$ cat config.mk
export PLATFORM = sky130hd
export DESIGN_NAME = text_cell_layer_compositor_top
export DESIGN_NICKNAME = d
export VERILOG_FILES = /design/src/rtl/tclc_pkg.sv /design/src/rtl/tclc_select.sv /design/src/rtl/tclc_blend.sv /design/src/rtl/text_cell_layer_compositor_top.sv
export SDC_FILE = /design/constraint.sdc
export NUM_CORES = 2
export LEC_CHECK = 0
export BUFFER_PORTS_ARGS = -buffer_cell sky130_fd_sc_hd__buf_2
export CORE_MARGIN = 1.5
export CORE_UTILIZATION = 60
export CTS_CLUSTER_DIAMETER = 50
export CTS_CLUSTER_SIZE = 14
export DETAILED_ROUTE_END_ITERATION = 12
export PLACE_DENSITY = 0.8
export SETUP_SLACK_MARGIN = 0.3
export SYNTH_ARGS = -nofsm -noshare
export SYNTH_HDL_FRONTEND = slang
export SYNTH_SLANG_ARGS = --single-unit
export TNS_END_PERCENT = 5
$ cat constraint.sdc
create_clock -name clk -period 14.6 [get_ports clk]
set_clock_uncertainty 0.1 [all_clocks]
set_input_delay 1.46 -clock clk [delete_from_list [all_inputs] [get_ports clk]]
set_output_delay 1.46 -clock clk [all_outputs]
set_load 0.03 [all_outputs]
$ cat src/rtl/tclc_pkg.sv
// Shared types, constants and helper functions for the text cell layer compositor.
`timescale 1ns / 1ps

package tclc_pkg;

    localparam int GLYPH_W = 21;
    localparam int RGBA_W  = 32;
    localparam int RGB_W   = 24;
    localparam int CH_W    = 8;
    localparam int SUM_W   = 16;
    localparam int NUM_CH  = 3;

    localparam logic [GLYPH_W-1:0] SPACE_CODE  = 21'h000020;
    localparam logic [CH_W-1:0]    ALPHA_ONE   = 8'd255;
    localparam logic [SUM_W-1:0]   ROUND_HALF  = 16'd127;
    localparam logic [31:0]        RECIP_255   = 32'd32897;
    localparam int                 RECIP_SHIFT = 23;

    // Side data that rides along with the background through the blend stages.
    typedef struct packed {
        logic [GLYPH_W-1:0] glyph;
        logic [RGB_W-1:0]   fore;
        logic               ovl_en;
        logic [RGBA_W-1:0]  ovl_back;
    } cell_side_t;

    // A layer is empty when it shows a space and both colors are all zero.
    function automatic logic is_empty(input logic [GLYPH_W-1:0] glyph,
                                      input logic [RGBA_W-1:0]  fore,
                                      input logic [RGBA_W-1:0]  back);
        return (glyph == SPACE_CODE) && (fore == '0) && (back == '0);
    endfunction

    function automatic logic [RGB_W-1:0] rgba_to_rgb(input logic [RGBA_W-1:0] rgba);
        return rgba[RGBA_W-1:CH_W];
    endfunction

    // Exact x / 255 for x below 65280, as a multiply by a scaled reciprocal.
    function automatic logic [CH_W-1:0] div255(input logic [SUM_W-1:0] x);
        logic [31:0] prod;
        prod = {16'b0, x} * RECIP_255;
        return prod[RECIP_SHIFT+CH_W-1:RECIP_SHIFT];
    endfunction

endpackage

$ cat src/rtl/tclc_select.sv
// Input stage: layer emptiness tests, layer choice and glyph/foreground resolution.
`timescale 1ns / 1ps

module tclc_select (
    input  logic                          clk,
    input  logic                          rst_n,
    input  logic                          valid_in,
    input  logic [tclc_pkg::GLYPH_W-1:0]  primary_glyph,
    input  logic [tclc_pkg::RGBA_W-1:0]   primary_fore,
    input  logic [tclc_pkg::RGBA_W-1:0]   primary_back,
    input  logic [tclc_pkg::GLYPH_W-1:0]  secondary_glyph,
    input  logic [tclc_pkg::RGBA_W-1:0]   secondary_fore,
    input  logic [tclc_pkg::RGBA_W-1:0]   secondary_back,
    input  logic [tclc_pkg::GLYPH_W-1:0]  base_glyph,
    input  logic [tclc_pkg::RGBA_W-1:0]   base_fore,
    input  logic [tclc_pkg::RGBA_W-1:0]   base_back,
    input  logic [tclc_pkg::GLYPH_W-1:0]  overlay_glyph,
    input  logic [tclc_pkg::RGBA_W-1:0]   overlay_fore,
    input  logic [tclc_pkg::RGBA_W-1:0]   overlay_back,
    output logic                          valid_out,
    output logic                          prim_en,
    output logic [tclc_pkg::RGBA_W-1:0]   prim_back,
    output logic [tclc_pkg::RGB_W-1:0]    base_rgb,
    output tclc_pkg::cell_side_t          side
);
    import tclc_pkg::*;

    logic                 valid_reg;
    logic                 prim_en_reg,  prim_en_next;
    logic [RGBA_W-1:0]    prim_back_reg;
    logic [RGB_W-1:0]     base_rgb_reg;
    cell_side_t           side_reg,     side_next;
    logic                 prim_empty, sec_empty, ovl_empty;

    always_comb
    begin
        prim_empty = is_empty(primary_glyph, primary_fore, primary_back);
        sec_empty  = is_empty(secondary_glyph, secondary_fore, secondary_back);
        ovl_empty  = is_empty(overlay_glyph, overlay_fore, overlay_back);
        prim_en_next = !prim_empty;

        if (!prim_empty)
        begin
            side_next.glyph = primary_glyph;
            side_next.fore  = rgba_to_rgb(primary_fore);
        end
        else if (!sec_empty)
        begin
            side_next.glyph = secondary_glyph;
            side_next.fore  = rgba_to_rgb(secondary_fore);
        end
        else
        begin
            side_next.glyph = base_glyph;
            side_next.fore  = rgba_to_rgb(base_fore);
        end

        // The overlay wins glyph and foreground outright; only its background blends.
        if (!ovl_empty)
        begin
            side_next.glyph = overlay_glyph;
            side_next.fore  = rgba_to_rgb(overlay_fore);
        end
        side_next.ovl_en   = !ovl_empty;
        side_next.ovl_back = overlay_back;
    end

    always_ff @(posedge clk or negedge rst_n)
    begin
        if (!rst_n)
        begin
            valid_reg <= 1'b0;
        end
        else
        begin
            valid_reg <= valid_in;
        end
    end

    always_ff @(posedge clk)
    begin
        if (valid_in)
        begin
            prim_en_reg   <= prim_en_next;
            prim_back_reg <= primary_back;
            base_rgb_reg  <= rgba_to_rgb(base_back);
            side_reg      <= side_next;
        end
    end

    assign valid_out = valid_reg;
    assign prim_en   = prim_en_reg;
    assign prim_back = prim_back_reg;
    assign base_rgb  = base_rgb_reg;
    assign side      = side_reg;

endmodule

$ cat src/rtl/tclc_blend.sv
// Two-stage alpha-over blend of an RGBA source onto an RGB destination.
`timescale 1ns / 1ps

module tclc_blend (
    input  logic                         clk,
    input  logic                         rst_n,
    input  logic                         valid_in,
    input  logic                         en_in,
    input  logic [tclc_pkg::RGBA_W-1:0]  src_rgba,
    input  logic [tclc_pkg::RGB_W-1:0]   dst_rgb,
    input  tclc_pkg::cell_side_t         side_in,
    output logic                         valid_out,
    output logic [tclc_pkg::RGB_W-1:0]   rgb_out,
    output tclc_pkg::cell_side_t         side_out
);
    import tclc_pkg::*;

    // Stage 1: weighted sums per channel.
    logic                 v1_reg;
    logic                 en1_reg;
    logic [RGB_W-1:0]     dst1_reg;
    cell_side_t           side1_reg;
    logic [SUM_W-1:0]     sum_reg  [NUM_CH];
    logic [SUM_W-1:0]     sum_next [NUM_CH];

    // Stage 2: divide by 255 and choose.
    logic                 v2_reg;
    logic [RGB_W-1:0]     rgb2_reg, rgb2_next;
    cell_side_t           side2_reg;

    logic [CH_W-1:0]      alpha;
    logic [CH_W-1:0]      inv_alpha;
    logic [RGB_W-1:0]     src_rgb;

    always_comb
    begin
        alpha     = src_rgba[CH_W-1:0];
        inv_alpha = ALPHA_ONE - alpha;
        src_rgb   = rgba_to_rgb(src_rgba);
        for (int c = 0; c < NUM_CH; c++)
        begin
            sum_next[c] = {8'b0, src_rgb[c*CH_W +: CH_W]} * {8'b0, alpha}
                        + {8'b0, dst_rgb[c*CH_W +: CH_W]} * {8'b0, inv_alpha}
                        + ROUND_HALF;
        end
    end

    always_comb
    begin
        for (int c = 0; c < NUM_CH; c++)
        begin
            rgb2_next[c*CH_W +: CH_W] = en1_reg ? div255(sum_reg[c])
                                                : dst1_reg[c*CH_W +: CH_W];
        end
    end

    always_ff @(posedge clk or negedge rst_n)
    begin
        if (!rst_n)
        begin
            v1_reg <= 1'b0;
            v2_reg <= 1'b0;
        end
        else
        begin
            v1_reg <= valid_in;
            v2_reg <= v1_reg;
        end
    end

    always_ff @(posedge clk)
    begin
        if (valid_in)
        begin
            en1_reg   <= en_in;
            dst1_reg  <= dst_rgb;
            side1_reg <= side_in;
            for (int c = 0; c < NUM_CH; c++)
            begin
                sum_reg[c] <= sum_next[c];
            end
        end
        if (v1_reg)
        begin
            rgb2_reg  <= rgb2_next;
            side2_reg <= side1_reg;
        end
    end

    assign valid_out = v2_reg;
    assign rgb_out   = rgb2_reg;
    assign side_out  = side2_reg;

endmodule

$ cat src/rtl/text_cell_layer_compositor_top.sv
// Top level of the text cell layer compositor pipeline.
`timescale 1ns / 1ps

// Text cell layer compositor.
//
// Input channel: raise start with the twelve layer fields of one cell; the word
// is taken at any rising edge where start is high and busy is low. busy is tied
// low because the pipeline never stalls, so a new cell may enter every cycle.
//
// Output channel: done is high for exactly one cycle with out_glyph,
// out_fore_rgb and out_back_rgb holding the composited cell. The receiver
// cannot push back, and none is needed since nothing ever backs up inside.
//
// The cell passes through one register for layer selection, two for the
// primary-over-base background blend (products, then the divide by 255) and
// two for the overlay blend. Throughput is one cell per clock, set by the fully
// pipelined multiplier stages.
//
// Reset clears only the valid bits along the pipeline; payload registers hold
// whatever they had, and no done pulse comes out for cells lost to a reset.
module text_cell_layer_compositor_top (
    input  logic                          clk,
    input  logic                          rst_n,
    input  logic                          start,
    output logic                          busy,
    input  logic [tclc_pkg::GLYPH_W-1:0]  primary_glyph,
    input  logic [tclc_pkg::RGBA_W-1:0]   primary_fore,
    input  logic [tclc_pkg::RGBA_W-1:0]   primary_back,
    input  logic [tclc_pkg::GLYPH_W-1:0]  secondary_glyph,
    input  logic [tclc_pkg::RGBA_W-1:0]   secondary_fore,
    input  logic [tclc_pkg::RGBA_W-1:0]   secondary_back,
    input  logic [tclc_pkg::GLYPH_W-1:0]  base_glyph,
    input  logic [tclc_pkg::RGBA_W-1:0]   base_fore,
    input  logic [tclc_pkg::RGBA_W-1:0]   base_back,
    input  logic [tclc_pkg::GLYPH_W-1:0]  overlay_glyph,
    input  logic [tclc_pkg::RGBA_W-1:0]   overlay_fore,
    input  logic [tclc_pkg::RGBA_W-1:0]   overlay_back,
    output logic                          done,
    output logic [tclc_pkg::GLYPH_W-1:0]  out_glyph,
    output logic [tclc_pkg::RGB_W-1:0]    out_fore_rgb,
    output logic [tclc_pkg::RGB_W-1:0]    out_back_rgb
);
    import tclc_pkg::*;

    logic                 accept;
    logic                 sel_valid;
    logic                 sel_prim_en;
    logic [RGBA_W-1:0]    sel_prim_back;
    logic [RGB_W-1:0]     sel_base_rgb;
    cell_side_t           sel_side;

    logic                 mid_valid;
    logic [RGB_W-1:0]     mid_back;
    cell_side_t           mid_side;

    logic                 fin_valid;
    logic [RGB_W-1:0]     fin_back;
    cell_side_t           fin_side;

    // The pipeline always moves, so a word is never refused.
    assign busy   = 1'b0;
    assign accept = start && !busy;

    tclc_select u_select (
        .clk             (clk),
        .rst_n           (rst_n),
        .valid_in        (accept),
        .primary_glyph   (primary_glyph),
        .primary_fore    (primary_fore),
        .primary_back    (primary_back),
        .secondary_glyph (secondary_glyph),
        .secondary_fore  (secondary_fore),
        .secondary_back  (secondary_back),
        .base_glyph      (base_glyph),
        .base_fore       (base_fore),
        .base_back       (base_back),
        .overlay_glyph   (overlay_glyph),
        .overlay_fore    (overlay_fore),
        .overlay_back    (overlay_back),
        .valid_out       (sel_valid),
        .prim_en         (sel_prim_en),
        .prim_back       (sel_prim_back),
        .base_rgb        (sel_base_rgb),
        .side            (sel_side)
    );

    // Primary background over the canvas; secondary and base keep the canvas color.
    tclc_blend u_blend_primary (
        .clk       (clk),
        .rst_n     (rst_n),
        .valid_in  (sel_valid),
        .en_in     (sel_prim_en),
        .src_rgba  (sel_prim_back),
        .dst_rgb   (sel_base_rgb),
        .side_in   (sel_side),
        .valid_out (mid_valid),
        .rgb_out   (mid_back),
        .side_out  (mid_side)
    );

    // Overlay background over whatever the lower layers produced.
    tclc_blend u_blend_overlay (
        .clk       (clk),
        .rst_n     (rst_n),
        .valid_in  (mid_valid),
        .en_in     (mid_side.ovl_en),
        .src_rgba  (mid_side.ovl_back),
        .dst_rgb   (mid_back),
        .side_in   (mid_side),
        .valid_out (fin_valid),
        .rgb_out   (fin_back),
        .side_out  (fin_side)
    );

    assign done         = fin_valid;
    assign out_glyph    = fin_side.glyph;
    assign out_fore_rgb = fin_side.fore;
    assign out_back_rgb = fin_back;

    // A done pulse must trace back to a word accepted at the pipeline input.
    a_done_has_source: assert property (@(posedge clk) disable iff (!rst_n)
        done |-> $past(accept, 5))
        else $error("done without a matching accepted word");

    // A non-empty overlay always supplies the glyph and foreground.
    a_overlay_wins: assert property (@(posedge clk) disable iff (!rst_n)
        done && $past(accept && !is_empty(overlay_glyph, overlay_fore, overlay_back), 5)
        |-> out_glyph == $past(overlay_glyph, 5)
            && out_fore_rgb == $past(overlay_fore[RGBA_W-1:CH_W], 5))
        else $error("overlay glyph or foreground lost");

    // An empty overlay with an opaque primary returns the primary background as is.
    a_opaque_primary: assert property (@(posedge clk) disable iff (!rst_n)
        done && $past(accept && !is_empty(primary_glyph, primary_fore, primary_back)
                      && is_empty(overlay_glyph, overlay_fore, overlay_back)
                      && primary_back[CH_W-1:0] == ALPHA_ONE, 5)
        |-> out_back_rgb == $past(primary_back[RGBA_W-1:CH_W], 5))
        else $error("opaque primary background altered");

endmodule
* After elaboration in Yosys (flattened, before gate mapping)
Memories as Yosys holds them, arrays and structs flattened.
Cells that the tools add are included.
** Storage, ports and cells
- Input port bits :: 343
- Bits in writable memories :: 96
- Flip-flop bits (word level) :: 484
- Output and inout bits :: 71
- Memories :: 2
** Operators by class
- Reductions and logical operators :: 14
- Add/sub/neg operators :: 14
- Muxes and demuxes :: 13
- Multiply operators :: 18
- Equality and inequality tests :: 3
** Memory list
- u_blend_overlay.sum_reg :: depth 3, width 16, read ports 3, clocked after Yosys merged registers in 0, write ports 3, RTL line tclc_blend.sv:23 : logic [SUM_W-1:0] sum_reg [NUM_CH];
- u_blend_primary.sum_reg :: depth 3, width 16, read ports 3, clocked after Yosys merged registers in 0, write ports 3, RTL line tclc_blend.sv:23
** Operators with widths (number)
- $logic_not 32->1 :: 6
- $mul 8x8->16 :: 12
- $mul 16x16->31 const B :: 6
- $mux 45 :: 3
- $add 16x16->16 :: 6
- $add 16x7->16 const B :: 6
- $eq 21x6->1 const B :: 3
- $mux 8 :: 6
- $sub 8x8->8 const A :: 2
- $logic_and 1x1->1 :: 6
- $mux 1 :: 4
- $logic_not 1->1 :: 2

* Depth between registers and ports, before layout
- Word-level depth :: 6
- Mapped depth :: 22

* Modules after synthesis
Synthesis repeated with hierarchy kept, for this count alone.
** Unflattened totals
- Cell total of the unflattened synthesis :: 4715
- Area, all modules :: 55451.9 µm²
** Modules (own cells, without submodules)
- tclc_blend (u_blend_overlay) :: cells an instance 2143, sequential area each 7647.3 µm², instances 1, area each 24727.5 µm²
- tclc_blend (u_blend_primary) :: cells an instance 2124, sequential area each 7647.3 µm², instances 1, area each 24607.4 µm²
- tclc_select :: cells an instance 446, sequential area each 4078.9 µm², instances 1, area each 6105.9 µm²
- text_cell_layer_compositor_top :: cells an instance 2, sequential area each 0.0 µm², instances 1, area each 11.3 µm²

* Worst setup path after synthesis
Ideal clock, no wire load.
- Path kind :: register -> register
- From :: register u_blend_primary.side2_reg, in the netlist u_blend_primary.side_out[1]
- To :: memory u_blend_overlay.sum_reg[2][15] (netlist: u_blend_overlay.sum_reg[0][47]), data pin
- Arrival time :: 5.555 ns
- Required time :: 14.365 ns
- Slack :: 8.810 ns
- Cell stages (with the launch flop) :: 19
- Path through :: edfxtp_1 > clkbuf_1 > clkbuf_1 > nand2_1 > fa_1 > fa_1 > inv_1 > fa_1 > fa_1 > fa_1 > inv_1 > fa_1 > inv_1 > ha_1 > or3_1 > o211ai_1 > a31oi_1 > or4_1 > nand3_1
** RTL lines
- from (decl) :: RTL line tclc_blend.sv:29 : cell_side_t side2_reg;
- from (signal assigned) :: RTL line tclc_blend.sv:86 : side2_reg <= side1_reg;
- to (decl) :: RTL line tclc_blend.sv:23

==> run metrics <==
vias in the first global route=36600; relative slew slack=28.3%; crit path kind=register to register; DIE HEIGHT=299 um; HPWL Detailed=98.8 mm; maximum clock frequency=158 MHz; post-synth top area share=32.8%; Worst setup SP type=register; CTS tree=yes; initial antenna violation count=31; CP cell instances=buf_4 -> nand2_1 -> fa_1 -> inv_1 -> fa_1 -> fa_1 -> fa_1 -> fa_1 -> inv_1 -> fa_1 -> inv_1 -> ha_1 -> or3_1 -> o211ai_1 -> a31oi_1 -> or4_1 -> nand3_1; syn_nets=6200; worst-path fanout max=32; postcts setup bufs=0; first drt pass iteration count=5; Final #Nets=6592; GRT overflow=0; final slew viol count=0; synth warn=0; WL/cell=20.5 um; setup TNS=0 ns; num ports=414; core area=0.0869 mm2; clock slew at reported path FFs=0.06 ns; Row Count=108; Max clock buf depth=3; flip-flop and latch area=0.0174 mm2; number of synthesized register bits=580; CTS resizes=0; final antenna-violating net count=0; register area share after synthesis=33.0%; part of the cycle the worst path needs=43.4%; first-pass GRT wire length=199 mm; Synth Area per Inst=11.7 um2; Post-synth top flop=edfxtp_1; DRT iter0 DRCs=2311; Synth Instances=4519; Buffers on Ports=396; worst slew pin tran=1.08 ns; largest area contributor in the netlist=edfxtp_1; max cap viols=0; largest stage delay on the critical path=0.73 ns; Final min period=6.34 ns; root buf cell=clkbuf_16; CP dominant cell by count=fa_1; main area contributors after synthesis=edfxtp_1 (33%), fa_1 (23%), ha_1 (17%); WP data required=15.00 ns; Cell Area, Synth=0.0527 mm2; routed wire length=126 mm; clock sink count=580; final setup fails=0; layout cells sized above 1=12.4%; via/cell ratio=5.64; total number of vias=34600; Clk Latency, worst-skew pair=0.66 ns; hold crit path type=register to register; area of the multi-input gates=0.0318 mm2; count leader, synth=inv_1; GRT Total Usage=29.0%; pin count of the biggest net entering global routing=78; delay-heaviest family, CP=adder cells; Post-synth EDFFs=575; Hold Fails Final Rpt=0; crit end category=register; GPL Wtd Cong=1.01; Post-synth top cells=inv_1 (817), ha_1 (720), fa_1 (618), edfxtp_1 (575), nand2_1 (239); post-synthesis cell type count=71; DR DRC count=0; die area=0.0895 mm2; share of synthesized registers carrying an async set or reset=0.862%; CTS H-tree lvls=3; starting density of the core=60.6%; Slowest-stage cell, CP=edfxtp_1; chip width=299 um; Num CTS Buffers=69; Worst EP arrival=6.74 ns; Filler cells=6395; outcome=completed; Hold Buf Count CTS=0; RSZ-0062 raised after global routing=no; area growth from synthesis to layout=10.8%; worst path bufs/invs=4
## worst paths after layout
kind	start	depth (start not counted)	endpoint	slack [ns]
worst min register to register	u_blend_overlay.side1_reg[58]	0	u_blend_overlay.side_out[58]	0.30
max in group asynchronous	rst_n	1	u_blend_primary.valid_out	13.72
worst max-delay path	u_blend_primary.side_out[7]	17	u_blend_overlay.sum_reg[0][47]	8.26
worst max register to register	u_blend_primary.side_out[7]	17	u_blend_overlay.sum_reg[0][47]	8.26
min in group asynchronous	rst_n	1	u_blend_overlay.valid_out	0.51
worst min-delay path	u_blend_overlay.side1_reg[58]	0	u_blend_overlay.side_out[58]	0.30
## worst register-to-register path, stage by stage (launching register included)
cell	delay, ns
edfxtp_1	0.73
buf_4	0.43
nand2_1	0.15
fa_1	0.55
inv_1	0.05
fa_1	0.48
fa_1	0.59
fa_1	0.43
fa_1	0.49
inv_1	0.05
fa_1	0.47
inv_1	0.04
ha_1	0.22
or3_1	0.41
o211ai_1	0.24
a31oi_1	0.18
or4_1	0.49
nand3_1	0.10
## per-stage QoR
stage	cell area (um2)	cells	worst slack [ns]	hold slack (ns)	util [%]
4_1_cts	58300	6118	8.30	0.297	67.1
5_1_grt	58300	6138	8.00	0.310	67.1
6_report	58300	6141	8.26	0.298	67.1
2_1_floorplan	52700	4519	8.81	0.300	-
3_3_place_gp	55900	5995	8.36	0.300	64.3
3_5_place_dp	55900	5995	8.35	0.305	64.3
## layout by cell type, fill, tap and decap left out, drive strengths merged, types with 19 or more instances in the layout
cell,n
nand4,32
diode,23
inv,830
xor2,38
clkbuf,82
nand2b,175
o21ai,31
o21bai,54
ha,720
nor4,63
mux2,24
nand3,32
nor3,42
a21oi,132
and2,210
buf,422
nand2,239
edfxtp,575
xnor2,88
a21o,70
clkinv,19
nor2,66
nor2b,223
fa,618
## cell families after synthesis
logic type	share of synthesized area [%]
DFF	33.0
buffers and inverters	6.63
AOI/OAI and AO/OA	5.09
other	0.00712
muxes	0.551
xor gates and xnor gates	2.10
and+or+nand+nor	12.0
adders and majority gates	40.6
## layer usage
metal / wire (um) / GRT usage [%] / up-vias
met4: 5570 / 13.1 / 6
met3: 8790 / 5.17 / 242
li1: - / - / 15700
met2: 62800 / 49.5 / 1188
met1: 48900 / 36.1 / 17500
met5: 42 / 0 / -
## cell type report
class	count	area share [%]
multi-input cells	3020	54.5
well taps	1155	2.48
inverters	818	5.26
repair buffers	422	3.74
flip-flops and latches	580	29.8
diodes	23	0.0987
clock buffers	82	3.04
clock inverters	41	1.04
Power is not shown: default switching activity piles up to over one toggle a cycle in this logic, so the estimate is an artifact.
